`src/sv/sfprng_pkg.sv`:
```
// shared types, constants and the round function for the small fast prng block
// no dependencies
package sfprng_pkg;

  localparam int unsigned WORD_W    = 32;
  localparam int unsigned DIV_STEPS = 32;
  localparam int unsigned ROT_B     = 27;
  localparam int unsigned ROT_C     = 17;

  localparam logic [WORD_W-1:0] SEED_CONST = 32'hf1ea5eed;

  // register index of the seed register (bit 2 of the byte address)
  localparam logic REG_SEED = 1'b0;

  typedef enum logic [1:0] {
    ST_WARM,
    ST_IDLE,
    ST_DIV,
    ST_FINISH
  } state_t;

  // controller to datapath
  typedef struct packed {
    logic advance;   // one generator round, no capture
    logic capture;   // advance and latch the item
    logic div_step;  // one restoring divide step
    logic out_load;  // load the output register
  } cmd_t;

  // datapath to controller
  typedef struct packed {
    logic seed_wr;   // seed register written this cycle
    logic need_div;  // incoming item needs the modulo
    logic out_busy;  // output register holds a beat not taken
  } sts_t;

  typedef struct packed {
    logic [WORD_W-1:0] a;
    logic [WORD_W-1:0] b;
    logic [WORD_W-1:0] c;
    logic [WORD_W-1:0] d;
  } words_t;

  function automatic logic [WORD_W-1:0] rotl(input logic [WORD_W-1:0] x,
                                              input int unsigned k);
    rotl = (x << k) | (x >> (WORD_W - k));
  endfunction

  // one generator round; the new d is the output word
  function automatic words_t jsf_round(input words_t w);
    logic [WORD_W-1:0] e;
    words_t n;
    e   = w.a - rotl(w.b, ROT_B);
    n.a = w.b ^ rotl(w.c, ROT_C);
    n.b = w.c + w.d;
    n.c = w.d + e;
    n.d = e + n.a;
    jsf_round = n;
  endfunction

endpackage

```
`src/sv/small_fast_prng_with_range_top.sv`:
```
// top level of the small fast prng with range reduction
// depends on sfprng_pkg, sfprng_ctrl, sfprng_dp
//
//   channel | dir  | handshake            | payload
//   in_     | in   | in_tvalid/in_tready  | tdata: range_low, range_high; tuser: mode
//   out_    | out  | out_tvalid/out_tready| tdata: value
//   cfg_    | in   | apb write/read       | seed_value at byte address 0
//
// raw mode or a full-word span: each item takes a capture round, then an output load
// ranged mode: capture, the 32-step restoring divider, then output load; one item at a time
// after reset and after each seed write, in_tready stays low while the warm-up
// rounds run
// a result not taken holds the block in its finish state until out_tready
module small_fast_prng_with_range_top
  import sfprng_pkg::*;
#(
  parameter int unsigned WARMUP_ROUNDS = 20
) (
  input  logic        clk,
  input  logic        rst_n,
  // input stream
  input  logic        in_tvalid,
  output logic        in_tready,
  input  logic [63:0] in_tdata,    // [31:0] range_low, [63:32] range_high
  input  logic        in_tuser,    // [0] mode
  // result stream
  output logic        out_tvalid,
  input  logic        out_tready,
  output logic [31:0] out_tdata,   // [31:0] value
  // configuration port
  input  logic        cfg_psel,
  input  logic        cfg_penable,
  input  logic        cfg_pwrite,
  input  logic [2:0]  cfg_paddr,
  input  logic [31:0] cfg_pwdata,
  output logic [31:0] cfg_prdata,
  output logic        cfg_pready
);

  cmd_t cmd;
  sts_t sts;
  logic cfg_wr;

  assign cfg_pready = 1'b1;
  assign cfg_wr     = cfg_psel && cfg_penable && cfg_pwrite && cfg_pready;

  sfprng_ctrl #(
    .WARMUP_ROUNDS (WARMUP_ROUNDS)
  ) u_ctrl (
    .clk       (clk),
    .rst_n     (rst_n),
    .in_tvalid (in_tvalid),
    .in_tready (in_tready),
    .sts       (sts),
    .cmd       (cmd)
  );

  sfprng_dp u_dp (
    .clk        (clk),
    .rst_n      (rst_n),
    .cfg_wr     (cfg_wr),
    .cfg_idx    (cfg_paddr[2]),
    .cfg_wdata  (cfg_pwdata),
    .cfg_rdata  (cfg_prdata),
    .mode       (in_tuser),
    .range_low  (in_tdata[31:0]),
    .range_high (in_tdata[63:32]),
    .out_tvalid (out_tvalid),
    .out_tready (out_tready),
    .out_value  (out_tdata),
    .cmd        (cmd),
    .sts        (sts)
  );

  // one item at a time: no second beat right after a capture
  a_one_item: assert property (@(posedge clk) disable iff (!rst_n)
    (in_tvalid && in_tready) |=> !in_tready)
    else $error("second item accepted during processing");

  // a seed write always starts warm-up
  a_seed_warm: assert property (@(posedge clk) disable iff (!rst_n)
    (cfg_wr && cfg_paddr[2] == REG_SEED) |=> !in_tready)
    else $error("item accepted right after reseed");

  // ranged item never produces a result in the next cycle
  a_div_latency: assert property (@(posedge clk) disable iff (!rst_n)
    (in_tvalid && in_tready && in_tuser && sts.need_div && !out_tvalid)
      |=> !out_tvalid)
    else $error("ranged result too early");

endmodule

```
`src/sv/sfprng_ctrl.sv`:
```
// controller state machine: warm-up sequencing, item capture, divide steps, output load
// depends on sfprng_pkg
module sfprng_ctrl
  import sfprng_pkg::*;
#(
  parameter int unsigned WARMUP_ROUNDS = 20
) (
  input  logic clk,
  input  logic rst_n,
  input  logic in_tvalid,
  output logic in_tready,
  input  sts_t sts,
  output cmd_t cmd
);

  localparam int unsigned CNT_MAX =
    (WARMUP_ROUNDS > DIV_STEPS) ? WARMUP_ROUNDS : DIV_STEPS;
  localparam int unsigned CNT_W = $clog2(CNT_MAX + 1);

  state_t state_r, state_nxt;
  logic [CNT_W-1:0] cnt_r, cnt_nxt;

  // state and counter registers
  always_ff @(posedge clk) begin
    if (!rst_n) begin
      state_r <= ST_WARM;
      cnt_r   <= '0;
    end else begin
      state_r <= state_nxt;
      cnt_r   <= cnt_nxt;
    end
  end

  // a seed write in the same cycle takes priority over a new beat
  assign in_tready = (state_r == ST_IDLE) && !sts.seed_wr;

  // next state and commands
  always_comb begin
    state_nxt = state_r;
    cnt_nxt   = cnt_r;
    cmd       = '0;
    if (sts.seed_wr) begin
      state_nxt = ST_WARM;
      cnt_nxt   = '0;
    end else begin
      case (state_r)
        ST_WARM: begin
          if (cnt_r == CNT_W'(WARMUP_ROUNDS)) begin
            state_nxt = ST_IDLE;
          end else begin
            cmd.advance = 1'b1;
            cnt_nxt     = cnt_r + 1'b1;
          end
        end
        ST_IDLE: begin
          if (in_tvalid) begin
            cmd.capture = 1'b1;
            cnt_nxt     = '0;
            state_nxt   = sts.need_div ? ST_DIV : ST_FINISH;
          end
        end
        ST_DIV: begin
          cmd.div_step = 1'b1;
          cnt_nxt      = cnt_r + 1'b1;
          if (cnt_r == CNT_W'(DIV_STEPS - 1)) begin
            state_nxt = ST_FINISH;
          end
        end
        ST_FINISH: begin
          if (!sts.out_busy) begin
            cmd.out_load = 1'b1;
            state_nxt    = ST_IDLE;
          end
        end
        default: begin
          state_nxt = ST_WARM;
          cnt_nxt   = '0;
        end
      endcase
    end
  end

  // divide count stays within its step range
  a_div_cnt: assert property (@(posedge clk) disable iff (!rst_n)
    state_r == ST_DIV |-> cnt_r < CNT_W'(DIV_STEPS))
    else $error("divide counter out of range");

  // warm-up count never runs past the round count
  a_warm_cnt: assert property (@(posedge clk) disable iff (!rst_n)
    state_r == ST_WARM |-> cnt_r <= CNT_W'(WARMUP_ROUNDS))
    else $error("warm-up counter out of range");

  // at most one datapath command per cycle
  a_cmd_one: assert property (@(posedge clk) disable iff (!rst_n)
    $onehot0({cmd.advance, cmd.capture, cmd.div_step, cmd.out_load}))
    else $error("conflicting datapath commands");

  // a finished divide always lands in the finish state
  a_div_end: assert property (@(posedge clk) disable iff (!rst_n)
    (state_r == ST_DIV && cnt_r == CNT_W'(DIV_STEPS - 1) && !sts.seed_wr)
      |=> state_r == ST_FINISH)
    else $error("divide did not end in finish");

endmodule

```
`src/sv/sfprng_dp.sv`:
```
// datapath: generator words, seed register, restoring divider, output register
// depends on sfprng_pkg
module sfprng_dp
  import sfprng_pkg::*;
(
  input  logic              clk,
  input  logic              rst_n,
  // configuration
  input  logic              cfg_wr,
  input  logic              cfg_idx,
  input  logic [WORD_W-1:0] cfg_wdata,
  output logic [WORD_W-1:0] cfg_rdata,
  // item fields
  input  logic              mode,
  input  logic [WORD_W-1:0] range_low,
  input  logic [WORD_W-1:0] range_high,
  // result
  output logic              out_tvalid,
  input  logic              out_tready,
  output logic [WORD_W-1:0] out_value,
  // controller link
  input  cmd_t              cmd,
  output sts_t              sts
);

  logic [WORD_W-1:0] seed_r;
  words_t            words_r, words_nxt, words_adv;
  logic [WORD_W-1:0] span_in;
  logic [WORD_W-1:0] span_r, lo_r, rem_r, q_r;
  logic              div_r;
  logic [WORD_W:0]   rem_sh, span_ext;
  logic              q_bit;
  logic [WORD_W-1:0] rem_nxt;
  logic              out_valid_r;
  logic [WORD_W-1:0] out_data_r;
  logic              seed_wr;

  assign seed_wr   = cfg_wr && (cfg_idx == REG_SEED);
  assign cfg_rdata = (cfg_idx == REG_SEED) ? seed_r : '0;

  // seed register
  always_ff @(posedge clk) begin
    if (!rst_n) begin
      seed_r <= '0;
    end else if (seed_wr) begin
      seed_r <= cfg_wdata;
    end
  end

  // generator words: reseed on write, one round per advance or capture
  assign words_adv = jsf_round(words_r);

  always_comb begin
    words_nxt = words_r;
    if (seed_wr) begin
      words_nxt.a = SEED_CONST;
      words_nxt.b = cfg_wdata;
      words_nxt.c = cfg_wdata;
      words_nxt.d = cfg_wdata;
    end else if (cmd.advance || cmd.capture) begin
      words_nxt = words_adv;
    end
  end

  always_ff @(posedge clk) begin
    if (!rst_n) begin
      words_r.a <= SEED_CONST;
      words_r.b <= '0;
      words_r.c <= '0;
      words_r.d <= '0;
    end else begin
      words_r <= words_nxt;
    end
  end

  // span of the incoming item; zero means the full word range
  assign span_in = range_high - range_low + 1'b1;

  // restoring divide step; quotient bits shift into q_r, only the remainder is used
  assign rem_sh   = {rem_r, q_r[WORD_W-1]};
  assign span_ext = {1'b0, span_r};
  assign q_bit    = (rem_sh >= span_ext);
  assign rem_nxt  = q_bit ? WORD_W'(rem_sh - span_ext) : rem_sh[WORD_W-1:0];

  // item capture and divider registers
  always_ff @(posedge clk) begin
    if (cmd.capture) begin
      q_r    <= words_adv.d;
      rem_r  <= '0;
      span_r <= span_in;
      lo_r   <= mode ? range_low : '0;
      div_r  <= mode && (span_in != '0);
    end else if (cmd.div_step) begin
      q_r   <= {q_r[WORD_W-2:0], q_bit};
      rem_r <= rem_nxt;
    end
  end

  // output register
  always_ff @(posedge clk) begin
    if (!rst_n) begin
      out_valid_r <= 1'b0;
    end else if (cmd.out_load) begin
      out_valid_r <= 1'b1;
    end else if (out_tready) begin
      out_valid_r <= 1'b0;
    end
  end

  always_ff @(posedge clk) begin
    if (cmd.out_load) begin
      out_data_r <= (div_r ? rem_r : q_r) + lo_r;
    end
  end

  assign out_tvalid = out_valid_r;
  assign out_value  = out_data_r;

  assign sts.seed_wr  = seed_wr;
  assign sts.need_div = mode && (span_in != '0);
  assign sts.out_busy = out_valid_r && !out_tready;

endmodule
```
`config.mk`:
```
export PLATFORM = sky130hd
export DESIGN_NAME = small_fast_prng_with_range_top
export DESIGN_NICKNAME = d
export VERILOG_FILES = /design/src/sv/sfprng_pkg.sv /design/src/sv/small_fast_prng_with_range_top.sv /design/src/sv/sfprng_ctrl.sv /design/src/sv/sfprng_dp.sv
export SDC_FILE = /design/constraint.sdc
export NUM_CORES = 1
export LEC_CHECK = 0
export BUFFER_PORTS_ARGS = -buffer_cell sky130_fd_sc_hd__buf_2
export CORE_UTILIZATION = 52
export CTS_CLUSTER_DIAMETER = 150
export CTS_CLUSTER_SIZE = 10
export DETAILED_ROUTE_END_ITERATION = 10
export GPL_TIMING_DRIVEN = 0
export PLACE_DENSITY = 0.71
export SYNTH_ARGS = -nofsm -noshare
export SYNTH_HDL_FRONTEND = slang
export SYNTH_SLANG_ARGS = --single-unit
```
`constraint.sdc`:
```
create_clock -name clk -period 4.39 [get_ports clk]
set_input_delay 0.878 -clock clk [delete_from_list [all_inputs] [get_ports clk]]
set_output_delay 0.878 -clock clk [all_outputs]
set_load 0.05 [all_outputs]
```
* After elaboration in Yosys (flattened, before gate mapping)
Cells that the tools add are included.
Word-level totals: register bits 330, input port bits 107, output and inout bits 67, word-level logic and storage cells 83
Cells by class: add/sub/neg operators 9, order comparisons 1, equal/unequal tests 10, multiplexer cells 26, bitwise operators 5, reductions and logical operators 18
Operators by type and width (count):
- 96-bit two-way mux | 2
- 32-bit two-way mux | 5
- 32-bit adder | 4
- 32-bit subtractor | 3
- 33-bit by 32-bit >= comparator with 1-bit output | 1
- 32-bit by 1-bit adder with 32-bit output (second input constant) | 1
- 32-bit by 17-bit OR with 32-bit output | 1
- 32-bit by 27-bit OR with 32-bit output | 1
- 32-bit nonzero test | 1
- 32-bit XOR | 1
- 6-bit one-hot mux with 3 select lines | 1
- 6-bit by 5-bit equality test with 1-bit output (second input constant) | 2
- 6-bit two-way mux | 2
- 1-bit two-way mux | 10
- 2-bit two-way mux | 4
- 2-bit one-hot mux with 4 select lines | 1
- 6-bit by 1-bit adder with 6-bit output (second input constant) | 1
- 1-bit logical AND | 6
- 2-bit != test (second input constant) | 3
- 2-bit nonzero test | 3
- 2-bit equality test (second input constant) | 2
- 4-bit two-way mux | 1
- 2-bit by 1-bit != test with 1-bit output (second input constant) | 2
- 4-bit AND reduction | 1
- 8 further kinds | 10

* Depth between registers and ports, before layout
word-level depth 8, depth in mapped cells 25, depth with buffers taken out 25

* By module
A second synthesis with hierarchy kept.
Second synthesis, totals: cells, all modules 2797, area, all modules 24171.9 µm²
Modules (own cells, without submodules):
- sfprng_dp | times used 1, cells each 2726, area an instance 23576.4 µm², seq. area each 7737.4 µm²
- sfprng_ctrl | times used 1, cells each 68, area an instance 578.1 µm², seq. area each 160.2 µm²
- small_fast_prng_with_range_top | times used 1, cells each 3, area an instance 17.5 µm², seq. area each 0.0 µm²

* Worst setup path after synthesis
No wires, ideal clock.
path kind in2reg, start point input port cfg_paddr[2], end point register u_dp.q_r[2] (data pin), library setup time 364 ps, arrival time 4334 ps, data required time 4026 ps, slack -308 ps, cell stages on the path 7, buffers on the path 2, cell sequence nand4b_1 -> and2_1 -> nand2_1 -> inv_1 -> clkbuf_1 -> buf_1 -> a21oi_1
RTL lines:
- start, declared | RTL line small_fast_prng_with_range_top.sv:34 | input logic [2:0] cfg_paddr,
- end signal, assigned | RTL line sfprng_dp.sv:88 | q_r <= words_adv.d;
- end signal, assigned | RTL line sfprng_dp.sv:94 | q_r <= {q_r[WORD_W-2:0], q_bit};
- end, declared | RTL line sfprng_dp.sv:29 | logic [WORD_W-1:0] span_r, lo_r, rem_r, q_r;

* Final worst setup path
start point register u_dp.words_r[73] in the netlist's numbering, end point register u_dp.words_r[31] in the netlist's numbering
Between the ends: cells in the longest elaborated chain, start to end 5, elaborated cells on any way between the ends 6, those cells by class 2 x add/sub; 2 x mux; 2 x bitwise
RTL lines:
- start, declared | RTL line sfprng_dp.sv:27 | words_t words_r, words_nxt, words_adv;
- start signal, assigned | RTL line sfprng_dp.sv:72 | words_r <= words_nxt;
- 32-bit by 27-bit OR with 32-bit output | RTL line sfprng_pkg.sv:46 | rotl = (x << k) | (x >> (WORD_W - k));
- 32-bit subtractor | RTL line sfprng_pkg.sv:53 | e = w.a - rotl(w.b, ROT_B);
- 32-bit adder (*) | RTL line sfprng_pkg.sv:57 | n.d = e + n.a;
- 96-bit two-way mux (*) | RTL line sfprng_dp.sv:60 | end else if (cmd.advance || cmd.capture) begin
- 96-bit two-way mux (*) | RTL line sfprng_dp.sv:55 | if (seed_wr) begin
Mark *: on every way between the ends. The rest lies on a longest branch, timed or not. The select of a mux whose other input is x is not followed. A chain may end at the register's enable or synchronous reset.

==> results.md <==
- Hold Path Depth: 2
- Drt total wl: between 90000 and 100000 µm
- Initial DRC Count: 2673
- Layout cell share with drive strength beyond 1: 0.164
- FF-to-FF setup slack: -230 ps
- Pre-CTS setup slack: -1280 ps
- RSZ-0062 raised after global routing: true
- Synth warn: 0
- Die Y: 220 µm
- Startpoint types: register
- Die W: between 200 and 250 µm
- Pre-antenna DRT Iters: 9
- CTS buffer count: 38
- Initial Util: 0.530
- Setup slack after layout: -234 ps
- Synth async-reset ratio: 0
- Global-route wire length before repair: about 130000 µm
- Max-slew violations: 0
- Post-synth EDFFs: approximately 130
- Sequential-to-total area share from yosys stat: 0.318
- Critical Path RT: between 4000 and 5000 ps
- Fillcell total: about 4000
- CP Capture Type: register
- Die ar.: 0.0486 mm²
- Vias: roughly 24000
- Total core area: ~0.047 mm²
- Max-Cap Viols: 0
- HPWL after DPL: roughly 70000 µm
- Most used DFF post-synth: dfxtp_1
- Hold Crit Endpoint: u_dp.seed_r[14]
- Setup Viol. Count Final: 23
- DRC: 7
- Max Clock Freq: 0.216 GHz
- Clk_lat worst skew: between 500 and 600 ps
- Violations in the final reports: DRC, setup timing
- # clock sinks: 330
- Row count: 79
- Yosys top cell by area: dfxtp_1
- Avg Cell Area, Syn: 8.29 µm²
- Drt via density: ~6.3
- I/O Pins: 174
- Clock-pin slew on the worst setup and hold paths: 60 ps
- Critical path class: register to register
- Htree depth: 2
- Final period util: 1.05
- Max-slew headroom: 0.168
- Worst min path class: register to register
- Final ANT Viol Nets: 0
- Antenna cells: 0
- Final min period: about 4600 ps
- Hold Vio Cnt, Final: 0
- Root buf cell: clkbuf_16
- Mapped Cells: between 2000 and 3000
- Crit-path max FO: 5
- Reg2reg start: u_dp.words_r[73]
- CTS tree: yes
- Critical R2R Capture: u_dp.words_r[31]
- Post-cts hold buffer count: 0
- Post-synth top area share: 0.162
- Mapped cell area: about 0.025 mm²
- GP Congestion: 1.06
- Post-Syn Nets: 3364
- Wire per inst: between 20 and 25 µm
- Post-synth cell types: between 80 and 90
- Number of global-route vias before repair: between 20000 and 25000
- Critical hold path startpoint: u_dp.seed_r[14]
- Clk_skew: approximately 21 ps
- Worst EP arrival: 5100 ps
- Area growth syn-to-layout: 18.2%
- Synth Register Bits: between 300 and 400
- Slew of the pin with the lowest slew margin: between 1000 and 1500 ps
- Grt ovf: 0
- Status: finished with violations
- Longest Clk Path Bufs: 3
- PortBufs: 170
- GRT Overall Usage: 0.364
- Largest net degree at the start of global routing: 75
- Synth top area cells: dfxtp_1, edfxtp_1, ha_1, a21oi_1, nand2_1
- Final net count: approximately 3600
- Initial antenna violation count: 4
- Reg2reg path depth: 23
## through the flow
| stage | util | setup TNS, ps | cells | hold slack, ps | area, µm² |
|---|---|---|---|---|---|
| after CTS | 0.614 | -1320 | 3874 | 451 | 28700 |
| after detailed placement | 0.566 | -55280 | 3769 | 444 | 26500 |
| final | 0.627 | -2850 | 3893 | 452 | 29300 |
| after floorplan | - | 0 | 2991 | 432 | 24800 |
| after global routing | 0.627 | -7450 | 3893 | 472 | 29300 |
| after global placement | 0.565 | -96080 | 3768 | 440 | 26400 |
## area by class of cell
| type | count | area [µm²] | share of cell area |
|---|---|---|---|
| well taps | 607 | 759 | 0.0259 |
| clock buffers | 57 | 1040 | 0.0356 |
| multi-input cells | 2383 | 17100 | 0.582 |
| repair buffers | 242 | 1460 | 0.0498 |
| inverters | 177 | 667 | 0.0227 |
| plain buffers | 96 | 388 | 0.0132 |
| flip-flops and latches | 330 | 7920 | 0.270 |
| clock inverters | 1 | 8.76 | 0.000299 |
## worst max-delay path by stage
stage / from / end / slack, ps / depth (start not counted)
floorplan: u_dp.words_r[73] / u_dp.q_r[25] / 6 / 23
global placement: u_dp.words_r[73] / u_dp.words_r[31] / -1250 / 22
detailed placement: u_dp.words_r[73] / u_dp.words_r[31] / -1280 / 22
CTS: u_dp.words_r[96] / u_dp.words_r[62] / -170 / 26
global route: u_dp.words_r[73] / u_dp.words_r[62] / -470 / 23
finish: u_dp.words_r[73] / u_dp.words_r[31] / -230 / 23
## critical path, stage by stage, from the launching register on
cell and delay (ps):
dfxtp_4 370, inv_4 40, ha_4 220, a21o_1 180
nor3_2 240, a211oi_2 110, a221o_1 390, nor2_4 150
buf_6 130, o21bai_4 60, a21oi_4 190, xnor2_4 140
ha_4 330, and4_4 240, and4_4 220, nand4_1 110
buf_6 170, o21ai_4 200, nand4_1 170, nand3_2 140
a41oi_2 160, xnor2_2 300, nor2_1 90, nor3_1 180
## cells in the mapped netlist, types with 30 or more instances
library cell and number:
and2_1 43, a211oi_1 33, a21oi_1 290, nand2_1 344
and3_1 30, ha_1 259, xor2_1 87, dfxtp_1 201
a31oi_1 38, clkbuf_1 90, nand3_1 54, nor3_1 58
o21bai_1 39, nor2_1 228, nor2b_1 62, mux2_2 34
edfxtp_1 129, xnor2_1 118, inv_1 176, a21o_1 94
o21ai_0 238, o21a_1 38
## kinds of logic after synthesis
group	count (synthesis)	share of synthesized area
flip-flops	330	0.318
AO/OA/AOI/OAI	919	0.227
buffers and inverters	278	0.0427
other	1	0.000151
adder cells (fa/ha/maj)	266	0.136
XOR/XNOR	206	0.0733
AND/OR/NAND/NOR	928	0.175
multiplexers	63	0.0271
## sequential cells by signal, summed over array words and instances (netlist names)
signal and cells:
u_dp.span_r 32, u_dp.words_r 128, u_dp.div_r 1, u_ctrl.cnt_r 6
u_dp.lo_r 32, u_dp.rem_r 32, u_dp.q_r 32, u_dp.out_value 32
u_ctrl.state_r 2, u_dp.out_tvalid 1, u_dp.seed_r 32
## metal layers
layer	vias to the layer above	share of wire	GRT usage	wire [µm]
met1	11617	0.42	0.505	38300
li1	11277	-	-	-
met3	246	0.12	0.0900	10500
met5	-	0.00041	0	37
met4	6	0.040	0.136	3640
met2	1326	0.42	0.544	38100
## cells in the final DEF (no fill, tap or decap), drive strengths merged, types with 7 or more instances in the layout
| cell type | netlist | routed |
|---|---|---|
| ha | 259 | 259 |
| buf | 11 | 254 |
| o31ai | 12 | 12 |
| mux2 | 34 | 34 |
| o21a | 38 | 38 |
| a2111oi | 7 | 7 |
| nor2b | 62 | 62 |
| a211oi | 34 | 34 |
| a21boi | 9 | 9 |
| dfxtp | 201 | 201 |
| edfxtp | 129 | 129 |
| o22ai | 11 | 11 |
| nand4 | 19 | 19 |
| fa | 7 | 7 |
| nand3 | 54 | 54 |
| xor2 | 87 | 87 |
| a31oi | 38 | 38 |
| o21ai | 253 | 253 |
| nand2b | 26 | 26 |
| xnor2 | 118 | 118 |
| a211o | 10 | 10 |
| and2 | 43 | 43 |
| or4 | 9 | 9 |
| o21bai | 40 | 40 |
| a21o | 94 | 94 |
| clkbuf | 90 | 141 |
| a21oi | 291 | 291 |
| nand2 | 344 | 344 |
| and3 | 30 | 30 |
| nor3 | 58 | 58 |
| a221o | 8 | 8 |
| nor2 | 228 | 228 |
| nor4 | 10 | 10 |
| mux2i | 29 | 29 |
| o211ai | 18 | 18 |
| inv | 176 | 176 |
| or3 | 14 | 14 |
## what timing repair did
action / in CTS / in global routing
setup endpoints to repair: 69 / 83
resized for setup: 168 / 102
setup buffers: 50 / 21
pin swaps: 83 / 67
Power is left out: the tool's default activity adds up to more than one toggle a clock period on the data nets, which glitch-free logic cannot reach.
